$ cat src/rtl/tfc_pkg.sv
// ----------------------------------------------------------------------------
// tfc_pkg
// Shared types, constants and the byte-wide CRC-16 step for the frame checker.
// ----------------------------------------------------------------------------
package tfc_pkg;

  localparam int unsigned BYTE_W   = 8;
  localparam int unsigned IDX_W    = 4;
  localparam int unsigned CRC_W    = 16;
  localparam int unsigned WORD_W   = 32;
  localparam int unsigned TEMP_W   = 14;
  localparam int unsigned LIMIT_W  = 8;
  localparam int unsigned CFG_IDX_W = 1;

  localparam logic [IDX_W-1:0]  LAST_BYTE     = 4'd12;
  localparam logic [IDX_W-1:0]  CRC_LAST_BYTE = 4'd10;
  localparam logic [IDX_W-1:0]  LEN_LAST_BYTE = 4'd3;
  localparam logic [IDX_W-1:0]  ID_FIRST_BYTE = 4'd5;
  localparam logic [IDX_W-1:0]  ID_LAST_BYTE  = 4'd8;
  localparam logic [IDX_W-1:0]  READ_LO_BYTE  = 4'd9;
  localparam logic [IDX_W-1:0]  READ_HI_BYTE  = 4'd10;
  localparam logic [IDX_W-1:0]  CRC_LO_BYTE   = 4'd11;

  localparam logic [CRC_W-1:0]  CRC_INIT      = 16'hFFFF;
  localparam logic [CRC_W-1:0]  CRC_POLY      = 16'h1021;
  localparam logic [WORD_W-1:0] EXPECTED_LEN  = 32'd9;

  localparam logic signed [LIMIT_W-1:0] UPPER_RESET = 8'sd80;
  localparam logic signed [LIMIT_W-1:0] LOWER_RESET = -8'sd40;

  // configuration register indexes
  typedef enum logic [CFG_IDX_W-1:0] {
    REG_UPPER = 1'b0,
    REG_LOWER = 1'b1
  } cfg_reg_t;

  // one byte held in the input register
  typedef struct packed {
    logic              vld;
    logic              start;
    logic [BYTE_W-1:0] data;
  } byte_stage_t;

  // crc-16/ccitt-false, msb first, one byte
  function automatic logic [CRC_W-1:0] crc_add_byte(input logic [CRC_W-1:0] crc,
                                                     input logic [BYTE_W-1:0] b);
    logic [CRC_W-1:0] c;
    c = crc ^ {b, {(CRC_W-BYTE_W){1'b0}}};
    for (int k = 0; k < BYTE_W; k++) begin
      if (c[CRC_W-1]) begin
        c = {c[CRC_W-2:0], 1'b0} ^ CRC_POLY;
      end else begin
        c = {c[CRC_W-2:0], 1'b0};
      end
    end
    return c;
  endfunction

endpackage

$ cat src/rtl/tfc_frame_core.sv
// ----------------------------------------------------------------------------
// tfc_frame_core
// Byte position tracking, running CRC, field capture and the result register.
// ----------------------------------------------------------------------------
module tfc_frame_core
  import tfc_pkg::*;
(
  input  logic                       clk,
  input  logic                       rst_n,
  input  byte_stage_t                stage,
  input  logic signed [LIMIT_W-1:0]  upper_limit,
  input  logic signed [LIMIT_W-1:0]  lower_limit,
  input  logic                       out_stall,
  output logic                       advance,
  output logic                       out_valid,
  output logic                       out_frame_ok,
  output logic [WORD_W-1:0]          out_sensor_id,
  output logic signed [TEMP_W-1:0]   out_temperature,
  output logic                       out_out_of_range
);

  logic [IDX_W-1:0]  byte_idx_r, byte_idx_nxt;
  logic [CRC_W-1:0]  crc_r, crc_nxt;
  logic [WORD_W-1:0] len_r, len_nxt;
  logic [WORD_W-1:0] id_r, id_nxt;
  logic [CRC_W-1:0]  reading_r, reading_nxt;
  logic [BYTE_W-1:0] rx_crc_lo_r, rx_crc_lo_nxt;

  logic                     out_valid_r, out_valid_nxt;
  logic                     frame_ok_r, frame_ok_nxt;
  logic [WORD_W-1:0]        sensor_id_r, sensor_id_nxt;
  logic signed [TEMP_W-1:0] temp_r, temp_nxt;
  logic                     oor_r, oor_nxt;

  logic [IDX_W-1:0]  idx;
  logic [CRC_W-1:0]  crc_base, len_base_dummy;
  logic [WORD_W-1:0] len_base, id_base;
  logic [CRC_W-1:0]  reading_base;
  logic [CRC_W-1:0]  crc_upd;
  logic [CRC_W-1:0]  rx_crc;
  logic              ok;
  logic signed [TEMP_W-1:0] t;
  logic signed [TEMP_W-1:0] hi;
  logic signed [TEMP_W-1:0] lo;
  logic              take;
  logic              last;

  // result register free or being drained this cycle
  assign advance = !out_valid_r || !out_stall;
  assign take    = advance && stage.vld;

  always_comb begin
    if (stage.start || byte_idx_r > LAST_BYTE) begin
      idx = '0;
    end else begin
      idx = byte_idx_r;
    end
  end

  assign last = (idx == LAST_BYTE);

  // a new frame starts from cleared fields
  assign crc_base       = (idx == '0) ? CRC_INIT : crc_r;
  assign len_base       = (idx == '0) ? '0 : len_r;
  assign id_base        = (idx == '0) ? '0 : id_r;
  assign reading_base   = (idx == '0) ? '0 : reading_r;
  assign len_base_dummy = crc_base;
  assign crc_upd        = crc_add_byte(len_base_dummy, stage.data);

  always_comb begin
    crc_nxt       = crc_r;
    len_nxt       = len_r;
    id_nxt        = id_r;
    reading_nxt   = reading_r;
    rx_crc_lo_nxt = rx_crc_lo_r;
    byte_idx_nxt  = byte_idx_r;
    if (take) begin
      len_nxt     = len_base;
      id_nxt      = id_base;
      reading_nxt = reading_base;
      if (idx == '0) begin
        rx_crc_lo_nxt = '0;
      end
      if (idx <= CRC_LAST_BYTE) begin
        crc_nxt = crc_upd;
      end else if (last) begin
        crc_nxt = CRC_INIT;
      end else begin
        crc_nxt = crc_base;
      end
      if (idx <= LEN_LAST_BYTE) begin
        len_nxt[{idx[1:0], 3'b000} +: BYTE_W] = stage.data;
      end else if (idx >= ID_FIRST_BYTE && idx <= ID_LAST_BYTE) begin
        id_nxt[{idx[1:0] - 2'd1, 3'b000} +: BYTE_W] = stage.data;
      end else if (idx == READ_LO_BYTE) begin
        reading_nxt[BYTE_W-1:0] = stage.data;
      end else if (idx == READ_HI_BYTE) begin
        reading_nxt[CRC_W-1:BYTE_W] = stage.data;
      end else if (idx == CRC_LO_BYTE) begin
        rx_crc_lo_nxt = stage.data;
      end
      byte_idx_nxt = last ? '0 : idx + 4'd1;
    end
  end

  // result of the last byte
  assign rx_crc = {stage.data, rx_crc_lo_r};
  assign ok     = (len_r == EXPECTED_LEN) && (rx_crc == crc_r);
  assign t      = reading_r[TEMP_W-1:0];
  assign hi     = {upper_limit, 6'b000000};
  assign lo     = {lower_limit, 6'b000000};

  always_comb begin
    out_valid_nxt = out_valid_r;
    frame_ok_nxt  = frame_ok_r;
    sensor_id_nxt = sensor_id_r;
    temp_nxt      = temp_r;
    oor_nxt       = oor_r;
    if (advance) begin
      out_valid_nxt = take && last;
      if (take && last) begin
        frame_ok_nxt  = ok;
        sensor_id_nxt = id_r;
        temp_nxt      = ok ? t : '0;
        oor_nxt       = ok && !((hi > t) && (t > lo));
      end
    end
  end

  always_ff @(posedge clk) begin
    if (!rst_n) begin
      byte_idx_r  <= '0;
      out_valid_r <= 1'b0;
    end else begin
      byte_idx_r  <= byte_idx_nxt;
      out_valid_r <= out_valid_nxt;
    end
    crc_r       <= crc_nxt;
    len_r       <= len_nxt;
    id_r        <= id_nxt;
    reading_r   <= reading_nxt;
    rx_crc_lo_r <= rx_crc_lo_nxt;
    frame_ok_r  <= frame_ok_nxt;
    sensor_id_r <= sensor_id_nxt;
    temp_r      <= temp_nxt;
    oor_r       <= oor_nxt;
  end

  assign out_valid        = out_valid_r;
  assign out_frame_ok     = frame_ok_r;
  assign out_sensor_id    = sensor_id_r;
  assign out_temperature  = temp_r;
  assign out_out_of_range = oor_r;

  a_idx_bound: assert property (@(posedge clk) disable iff (!rst_n)
    byte_idx_r <= LAST_BYTE)
    else $error("byte index past last byte");

  a_bad_frame_zero: assert property (@(posedge clk) disable iff (!rst_n)
    (out_valid_r && !frame_ok_r) |-> (temp_r == '0 && !oor_r))
    else $error("invalid frame carries temperature or range flag");

  a_wrap_after_last: assert property (@(posedge clk) disable iff (!rst_n)
    (take && last) |=> (byte_idx_r == '0 && out_valid_r))
    else $error("last byte did not close the frame");

  a_hold_when_stalled: assert property (@(posedge clk) disable iff (!rst_n)
    (out_valid_r && out_stall) |=> (out_valid_r && $stable(sensor_id_r)))
    else $error("stalled result lost");

endmodule
$ cat config.mk
export PLATFORM = sky130hd
export DESIGN_NAME = tfc_frame_core
export DESIGN_NICKNAME = d
export VERILOG_FILES = /design/src/rtl/tfc_pkg.sv /design/src/rtl/tfc_frame_core.sv
export SDC_FILE = /design/constraint.sdc
export NUM_CORES = 1
export LEC_CHECK = 0
export BUFFER_PORTS_ARGS = -buffer_cell sky130_fd_sc_hd__buf_2
export CAP_MARGIN = 10
export CELL_PAD_IN_SITES_DETAIL_PLACEMENT = 0
export CELL_PAD_IN_SITES_GLOBAL_PLACEMENT = 1
export CORE_ASPECT_RATIO = 1.5
export CORE_MARGIN = 2
export CORE_UTILIZATION = 30
export DETAILED_ROUTE_END_ITERATION = 7
export PLACE_DENSITY = 0.51
export SYNTH_ARGS = -nofsm -noshare
export SYNTH_HDL_FRONTEND = slang
export SYNTH_SLANG_ARGS = --single-unit
$ cat constraint.sdc
create_clock -name clk -period 5.4 [get_ports clk]
set_clock_uncertainty 0.05 [all_clocks]
set_input_delay 0.81 -clock clk [delete_from_list [all_inputs] [get_ports clk]]
set_output_delay 0.81 -clock clk [all_outputs]
set_load 0.02 [all_outputs]
==> results of run 1 <==
## kinds of logic (layout without fill, tap and decap cells)
group / count (synthesis) / in the layout
xor gates and xnor gates: 43 / 43
DFF: 155 / 155
AOI/OAI and AO/OA: 140 / 140
muxes: 4 / 4
adders and majority gates: 22 / 22
and+or+nand+nor: 163 / 163
buffers and inverters: 58 / 135
## cells in the mapped netlist (5+ instances only)
cell type / count / share of area [%]
edfxtp_1: 150 / 59
nand2_1: 41 / 2.0
a32o_1: 40 / 5.2
nor2_1: 32 / 1.6
a21oi_1: 27 / 1.8
a22o_1: 24 / 2.8
clkbuf_1: 23 / 1.1
xor2_1: 23 / 2.6
ha_1: 22 / 3.6
inv_1: 20 / 0.98
nor4_1: 20 / 1.6
xnor2_1: 14 / 1.6
nor3_1: 13 / 0.85
o21ai_1: 13 / 0.85
and2_1: 9 / 0.74
buf_2: 9 / 0.59
o21ai_0: 8 / 0.52
o31ai_1: 8 / 0.79
nor2b_1: 6 / 0.49
dfxtp_1: 5 / 1.3
nor3b_1: 5 / 0.49
## final cells by class
cell class / count / area [sq um] / area share (%)
flip-flops and latches: 155 / 4600 / 52.0
repair buffers: 83 / 428 / 4.83
well taps: 328 / 410 / 4.64
multi-input cells: 372 / 2780 / 31.4
clock inverters: 14 / 121 / 1.37
inverters: 21 / 80.1 / 0.905
clock buffers: 17 / 425 / 4.81
## flip-flops by register name, summed over array words and instances (netlist names)
register          count
byte_idx_r            4
reading_r            14
id_r                 32
out_temperature      14
out_sensor_id        32
crc_r                16
out_valid             1
out_frame_ok          1
rx_crc_lo_r           8
len_r                32
out_out_of_range      1
## worst max path at each step
stage	startpoint	to	slack, ps	depth (start not counted)
floorplan	out_stall	out_frame_ok	320	4
global placement	stage[8]	out_sensor_id[19]	1300	7
detailed placement	stage[8]	out_sensor_id[22]	1220	7
CTS	byte_idx_r[2]	out_sensor_id[22]	1490	6
global route	byte_idx_r[2]	out_sensor_id[22]	1300	6
finish	byte_idx_r[2]	out_sensor_id[22]	1560	6
## layer usage
layer	part of all wire [%]	global-route usage (%)	vias to the layer above
li1	-	-	2394
met1	41	17.3	2497
met2	54	28.8	101
met3	3.3	3.17	27
met4	2.4	6.78	0
met5	0	0	-
## worst max-delay path, cell delays in order (launching register included)
cell and delay (ps):
dfxtp_1 690, a21oi_1 170, nand2_1 420, ha_1 450, and4bb_2 530, and2_2 750, buf_4 410
## where the power goes
group / switching [uW] / leakage [uW] / internal [uW] / total [uW]
logic: 146 / 0.00136 / 100 / 246
clock network: 496 / 0.000264 / 633 / 1130
registers: 48.1 / 0.00151 / 1380 / 1430
total: 690 / 0.00313 / 2110 / 2800
## through the flow
| stage | setup slack [ps] | power (uW) | instances |
|---|---|---|---|
| floorplan | 325 | 1620 | 585 |
| global placement | 1300 | 1700 | 959 |
| detailed placement | 1220 | 1710 | 959 |
| CTS | 1490 | 2840 | 990 |
| global route | 1300 | 2910 | 990 |
| finish | 1560 | 2800 | 990 |
## layout by cell type, fill, tap and decap left out, types with 20 or more instances in the layout
master      n
nor4_1     20
edfxtp_1  150
a32o_1     40
a22o_1     24
nor2_1     32
buf_2      78
ha_1       22
nand2_1    41
xor2_1     23
a21oi_1    27
==> results_dict.tcl, run 1 <==
set metrics [dict create \
    synth_fa_ha_area_share_pct 3.61 \
    rsz0062_at_grt "no" \
    die_area_sq_um 26800 \
    setup_tns_ps 0 \
    synth_compound_area_share_pct 14.4 \
    synth_mux_area_share_pct 0.525 \
    cts_sinks 155 \
    ant_nets 0 \
    rows 71 \
    synth_top_family_by_area "compound AO/OA/AOI/OAI gates" \
    grt_pass1_vias 5153 \
    setup.worst_path.start_class "flop" \
    worstSetupPathType "flop to flop" \
    arrival_ps 3900 \
    drc 0 \
    finalMaxSlewViolations 0 \
    worst_pin_slew_ps 1100 \
    drtIter0Drc 322 \
    fin_crit_sh_pct 71.2 \
    cts_tree "built" \
    cts_setup_buffers 0 \
    worst_r2r_path_depth 6 \
    die_w_um 134 \
    endpoint_kind "flop" \
    setup_viol 0 \
    yosysUniqueCellTypes 63 \
    worst_ir_drop_vdd_v 0.000204 \
    crit_fanout 30 \
    slew_headroom_pct 26.8 \
    reg2reg_from "byte_idx_r[2]" \
    htree_levels 4 \
    power_density_nw_per_um2 317 \
    yosys.area_share.simple_pct 12.2 \
    vias_per_cell 5.07 \
    avgRoutedWirePerCell_um 20.5 \
    drive_above_1_share_pct 20.8 \
    num_vias 5019 \
    cap_violations 0 \
    antenna_found_initial 0 \
    worstHoldPathCells 0 \
    post-route-util_pct 35.3 \
    ff2ff_setup_slack_ps 1560 \
    antennaDiodeCount 0 \
    fillers 2544 \
    min_from "id_r[6]" \
    fin_nets 701 \
    synthArstFlopShare_pct 0 \
    start_util_pct 30.5 \
    timing.fmax_mhz 260 \
    die_h_um 199 \
    placed_cell_area_sq_um 8300 \
    synth-edff-count 150 \
    synth_warnings 0 \
    dp_hpwl_um 13800 \
    syn_to_final_growth_pct 16.0 \
    whs_ps 402 \
    synth_nets 636 \
    synth_flop_cell "edfxtp_1" \
    gp_congestion 0.759 \
    path_clk_slew_ps 60 \
    fp.coreArea_sq_um 25100 \
    clkLatencyLatePin_ps 430 \
    hold_path_end "out_sensor_id[6]" \
    syn_area_sq_um 7630 \
    routed_wl_um 20300 \
    grt_max_degree 79 \
    min_period_ps 3840 \
    synth_xor_area_share_pct 5.76 \
    status "complete, no violations" \
    cts_resized 0 \
    grt_pass1_wl_um 30900 \
    hold_viol 0 \
    grt_util_all_layers_pct 15.6 \
    port_buffers 78 \
    final_cell_area_sq_um 8850 \
    p_leak_uw 0.00313 \
    firstDrtPassIters 4 \
    grt.overflow.total 0 \
    numCtsBuffers 17 \
    cts_root_buf "clkbuf_16" \
    hold_class "flop to flop" \
    timing.rr.end "out_sensor_id[22]" \
    ys_ff_latch 155 \
    syn_inst 585 \
    required_ps 5460 \
    boundaryPins 79 \
    ctsHoldBuffers 0 \
    synth.yosys.seq_area_share_pct 60.3 \
    clockBufferDepth 2 \
    synth.avg_cell_area_sq_um 13.0 \
]
(Power assumes the default switching activity.)
==> inputs of run 2 (changes only) <==
--- a/config.mk
+++ b/config.mk
@@ -5,6 +5,7 @@
 export SDC_FILE = /design/constraint.sdc
 export NUM_CORES = 1
 export LEC_CHECK = 0
+export ABC_AREA = 1
 export BUFFER_PORTS_ARGS = -buffer_cell sky130_fd_sc_hd__buf_2
 export CAP_MARGIN = 10
 export CELL_PAD_IN_SITES_DETAIL_PLACEMENT = 0
@@ -13,7 +14,7 @@
 export CORE_MARGIN = 2
 export CORE_UTILIZATION = 30
 export DETAILED_ROUTE_END_ITERATION = 7
-export PLACE_DENSITY = 0.51
+export PLACE_DENSITY = 0.55
 export SYNTH_ARGS = -nofsm -noshare
 export SYNTH_HDL_FRONTEND = slang
 export SYNTH_SLANG_ARGS = --single-unit
==> constraint.sdc (replaced) <==
create_clock -name clk -period 3.2 [get_ports clk]
set_clock_uncertainty 0.05 [all_clocks]
set_input_delay 0.48 -clock clk [delete_from_list [all_inputs] [get_ports clk]]
set_output_delay 0.48 -clock clk [all_outputs]
set_load 0.02 [all_outputs]
==> run 2 against run 1 <==
Total power rose by 77%. Largest cell class unchanged. Clock-buffer cell count did not move. Largest power group unchanged. Hold slack got worse by 120 ps. Via count rose by 28%. Synthesized cell count rose by 53%. Critical path depth rose by 12. Clock power rose by 90%. Worst setup slack got worse by 1200 ps. Area after synthesis rose by 8.8%. Final cell count rose by 35%.
==> results_dict.tcl, run 2 <==
set metrics [dict create \
    fin_crit_sh_pct 88.7 \
    ant_nets 0 \
    reg2reg_from "byte_idx_r[0]" \
    pre_cts_ws_ps 211 \
    vias_per_cell 4.80 \
    grt_util_all_layers_pct 16.3 \
    endpoint_kind "flop" \
    status "complete, no violations" \
    setup_tns_ps 0 \
    antennaDiodeCount 0 \
    worst_r2r_path_depth 18 \
    synth_nets 944 \
    ys_ff_latch 155 \
    hold_class "primary input to flop" \
    p_total_uw 4960 \
    fillers 2873 \
    antenna_found_initial 0 \
    die_w_um 140 \
    drtIter0Drc 404 \
    synth-edff-count 150 \
    whs_ps 282 \
    required_ps 3350 \
    worst_pin_slew_ps 694 \
    syn_area_sq_um 8300 \
    finalMaxSlewViolations 0 \
    avgRoutedWirePerCell_um 17.4 \
    boundaryPins 79 \
    htree_levels 4 \
    yosysTopAreaCell "edfxtp_1" \
    timing.critical_path.mode_cell "nand2_1" \
    dp_hpwl_um 16900 \
    ctsHoldBuffers 0 \
    timing.rr.end "crc_r[13]" \
    slew_headroom_pct 53.7 \
    clockBufferDepth 2 \
    critical_path.max_stage_delay_ps 330 \
    cts_resized 0 \
    final_cell_area_sq_um 9790 \
    die_h_um 208 \
    min_period_ps 2840 \
    yosysUniqueCellTypes 35 \
    timing.fmax_mhz 352 \
    cp_slowest_cell "buf_4" \
    fp.coreArea_sq_um 27200 \
    numCtsBuffers 17 \
    cts_setup_buffers 0 \
    cts_sinks 155 \
    layout.cells.most_common "nand2_1" \
    synth_warnings 0 \
    synthArstFlopShare_pct 0 \
    crit_fanout 23 \
    grt_pass1_vias 6432 \
    drc 0 \
    drive_above_1_share_pct 15.7 \
    ff2ff_setup_slack_ps 360 \
    grt.overflow.total 0 \
    arrival_ps 2990 \
    hold_path_end "out_valid" \
    setup_viol 0 \
    power_density_nw_per_um2 506 \
    worstHoldPathCells 3 \
    routed_wl_um 23300 \
    post-synth-top-count-cell "nand2_1" \
    path_clk_slew_ps 70 \
    cap_violations 0 \
    synth_flop_cell "edfxtp_1" \
    synth.yosys.seq_area_share_pct 55.5 \
    port_buffers 78 \
    die_area_sq_um 29000 \
    grt_pass1_wl_um 36700 \
    min_from "out_stall" \
    rows 74 \
    start_util_pct 30.5 \
    synth.avg_cell_area_sq_um 9.29 \
    worst_ir_drop_vdd_v 0.000380 \
    synthTopCellsByCount "nand2_1, edfxtp_1, inv_1, nand3_1, nor2_1" \
    setup.worst_path.start_class "flop" \
    fin_nets 1036 \
    syn_inst 893 \
    gp_congestion 0.776 \
    p_leak_uw 0.00413 \
    clkLatencyLatePin_ps 440 \
    layout_setup_ws_ps 360 \
    rsz0062_at_grt "no" \
    worstSetupPathType "flop to flop" \
    path_cells "inv_1 > nand2_1 > nand2_1 > nand2_2 > nor2_2 > inv_4 > ha_1 > nand2_2 > buf_4 > nand2_1 > nand2_1 > nand2_1 > nand2_1 > nand2_1 > nand2_1 > nand2_1 > nand2_1 > inv_1" \
    cts_root_buf "clkbuf_16" \
    mostFrequentLayoutCells "nand2_1, edfxtp_1, inv_1" \
    synth_top_area_share_pct 54.3 \
    firstDrtPassIters 7 \
    placed_cell_area_sq_um 9170 \
    synth_area_leaders "edfxtp_1, nand2_1, inv_1, nand3_1, ha_1" \
    cts_tree "built" \
    grt_max_degree 72 \
    hold_viol 0 \
    num_vias 6430 \
    syn_to_final_growth_pct 17.9 \
]
## run 2: changes by cell type in the layout (fill, tap and decap cells not counted), sizes merged, moves of 15 or more
cell,delta
o31ai,+15
nand2,+157
nor4,-19
a32o,-40
nor2,+38
o211ai,+24
nand4,+36
inv,+116
buf,+21
a22o,-24
o21ai,+22
nand3,+75
xor2,-15
## run 2: layout make-up
cell class / instances / area, sq um / share of cell area [%]
tap: 342 / 428 / 4.37
multi-input combinational: 571 / 3010 / 30.8
clock inverter: 15 / 186 / 1.91
clock buffer: 17 / 425 / 4.35
sequential: 155 / 4600 / 47.1
inverter: 136 / 517 / 5.28
timing repair buffer: 104 / 611 / 6.24
## run 2: where the power goes
group	internal, uW	leakage [uW]	switching [uW]
clock network	1250	0.000302	900
registers	2320	0.00148	45.3
logic	137	0.00234	311
## run 2: critical path: cells and delay by family, from the launching register on
kind	cells	cell delay, ps
buf+inv	4	610
simple gates	13	1350
flops	1	310
fa+ha+maj	1	260
## run 2: worst max-delay path by stage
stage	depth (start not counted)	slack [ps]	from	to
2_1_floorplan	3	280	out_valid	crc_r[0]
3_3_place_gp	17	260	stage[8]	crc_r[13]
3_5_place_dp	17	210	stage[8]	crc_r[13]
4_1_cts	18	340	byte_idx_r[0]	crc_r[13]
5_1_grt	18	20	byte_idx_r[0]	crc_r[13]
6_report	18	360	byte_idx_r[0]	crc_r[13]
## run 2: logic make-up after synthesis
family          after synthesis  synth area share, %
buf+inv                     167                 8.29
fa+ha+maj                    22                 3.32
compound gates              134                 9.87
simple gates                397                 21.1
xor+xnor                     18                 1.90
flops                       155                 55.5
## run 2: metrics by stage
step                      instances  utilization, %
after global routing           1340            35.9
after global placement         1308            33.7
after floorplan                 893               -
after CTS                      1340            35.9
after detailed placement       1308            33.7
final                          1340            35.9
## run 2: layer usage
layer | global-route usage, % | vias up | share of wire [%]
met5 | 0 | - | 0
li1 | - | 3265 | -
met1 | 20.7 | 3026 | 45
met3 | 2.40 | 19 | 3.0
met2 | 28.3 | 120 | 51
met4 | 5.55 | 0 | 1.9
==> inputs of run 3 (changes only) <==
--- a/config.mk
+++ b/config.mk
@@ -12,9 +12,9 @@
 export CELL_PAD_IN_SITES_GLOBAL_PLACEMENT = 1
 export CORE_ASPECT_RATIO = 1.5
 export CORE_MARGIN = 2
-export CORE_UTILIZATION = 30
+export CORE_UTILIZATION = 40
 export DETAILED_ROUTE_END_ITERATION = 7
-export PLACE_DENSITY = 0.55
+export PLACE_DENSITY = 0.71
 export SYNTH_ARGS = -nofsm -noshare
 export SYNTH_HDL_FRONTEND = slang
 export SYNTH_SLANG_ARGS = --single-unit
==> run 3 against run 2 <==
Non-clock buffer count shrank 5. Worst setup slack lost 32 ps. Sequential cell count is the same. Via count grew 2.0%. Final area shrank 1.1%. Final cell count shrank 6.2%. Total power grew 0.25%. Maximum frequency shrank 1.1%. Hold slack is essentially flat.
==> results_dict.tcl, run 3 (synthesis results as in run 2) <==
set metrics [dict create \
    status "complete, no violations" \
    power.share.sequential_pct 47.5 \
    layout.cells.most_common "nand2_1" \
    endpoint_kind "flop" \
    cts_sinks 155 \
    setup.worst_path.start_class "flop" \
    switching_share_pct 24.3 \
    whs_ps 282 \
    final_cells 1257 \
    clkPwrFrac_pct 43.6 \
    arrival_ps 3020 \
    grt_max_degree 52 \
    drtIter0Drc 555 \
    die_h_um 180 \
    grt.overflow.total 0 \
    numCtsBuffers 17 \
    slew_headroom_pct 54.3 \
    start_util_pct 40.6 \
    power_frac_comb_pct 8.9 \
    drive_above_1_share_pct 15.3 \
    worstSetupPathType "flop to flop" \
    placed_cells 1225 \
    p_sw_uw 1210 \
    boundaryPins 79 \
    post-route-util_pct 47.4 \
    num_vias 6558 \
    vias_per_cell 5.22 \
    syn_to_final_growth_pct 16.6 \
    intPower_uw 3760 \
    required_ps 3350 \
    mostFrequentLayoutCells "nand2_1, edfxtp_1, inv_1" \
    hold_class "primary input to flop" \
    rows 64 \
    grt_pass1_wl_um 33900 \
    antennaDiodeCount 0 \
    ant_nets 0 \
    fin_crit_sh_pct 89.7 \
    min_period_ps 2870 \
    antenna_found_initial 0 \
    cts_tree "built" \
    power_density_nw_per_um2 514 \
    grt_pass1_vias 6263 \
    fillers 2000 \
    ctsHoldBuffers 0 \
    path_clk_slew_ps 70 \
    avgRoutedWirePerCell_um 16.9 \
    port_buffers 78 \
    setup_viol 0 \
    cap_violations 0 \
    gp_congestion 0.847 \
    worst_pin_slew_ps 683 \
    fp.coreArea_sq_um 20400 \
    clockBufferDepth 2 \
    hold_viol 0 \
    setup_tns_ps 0 \
    worst_ir_drop_vdd_v 0.000274 \
    dp_hpwl_um 15400 \
    htree_levels 4 \
    finalMaxSlewViolations 0 \
    rsz0062_at_grt "no" \
    routed_wl_um 21200 \
    crit_fanout 21 \
    p_leak_uw 0.00410 \
    cts_resized 0 \
    clkLatencyLatePin_ps 440 \
    die_area_sq_um 21900 \
    firstDrtPassIters 8 \
    timing.fmax_mhz 348 \
    grt_util_all_layers_pct 20.3 \
    cts_setup_buffers 0 \
    drc 0 \
    die_w_um 122 \
    p_total_uw 4970 \
    cts_root_buf "clkbuf_16" \
    fin_nets 1031 \
]
[run 3: cell types whose count changed in the layout (fill, tap and decap cells not counted), sizes merged]
cell,previous run,this run
buf,104,99
bufinv,3,4
inv,140,135
clkbuf,17,18
clkinvlp,1,5
clkinv,7,6
[run 3: per-layer routing]
layer	part of all wire [%]	GRT usage, %	vias up	wire [um]
li1	-	-	3247	-
met1	43	26.2	3091	9160
met2	50	33.8	178	10600
met3	4.3	3.67	42	918
met4	2.6	7.49	0	557
met5	0	0	-	0
[run 3: final timing paths]
kind	endpoint	startpoint	slack [ps]	cells past startpoint
max	crc_r[13]	byte_idx_r[0]	330	13
min	out_valid	out_stall	280	3
max reg2reg	crc_r[13]	byte_idx_r[0]	330	13
min reg2reg	out_sensor_id[4]	id_r[4]	410	0
[run 3: area by class of cell]
type | instances | area, sq um | area share [%]
tap | 264 | 330 | 3.41
clock inverter | 14 | 194 | 2.00
inverter | 136 | 517 | 5.34
multi-input combinational | 571 | 3010 | 31.2
timing repair buffer | 99 | 586 | 6.05
sequential | 155 | 4600 | 47.6
clock buffer | 18 | 429 | 4.44
[run 3: power groups by stage]
stage / combinational, uW / sequential, uW / clock (uW)
4_1_cts: 446 / 2360 / 2200
6_report: 441 / 2360 / 2170
2_1_floorplan: 302 / 2390 / 0
3_5_place_dp: 443 / 2400 / 0
3_3_place_gp: 439 / 2400 / 0
5_1_grt: 500 / 2370 / 2280
[run 3: critical path: stages (launching register included)]
cell and delay, ps:
dfxtp_1 310, inv_1 100, nand2_1 60, nand2_1 100
nand2_2 80, nor2_2 240, inv_4 160, ha_1 380
nand2_1 240, nand3_1 400, o21ai_0 340, nand2_1 80
nand2_1 60, inv_1 30
[run 3: per-stage QoR]
step           area, sq um  setup WS (ps)
2_1_floorplan         8310            280
3_3_place_gp          9050            229
3_5_place_dp          9050            169
4_1_cts               9670            298
5_1_grt               9670           81.8
6_report              9670            328
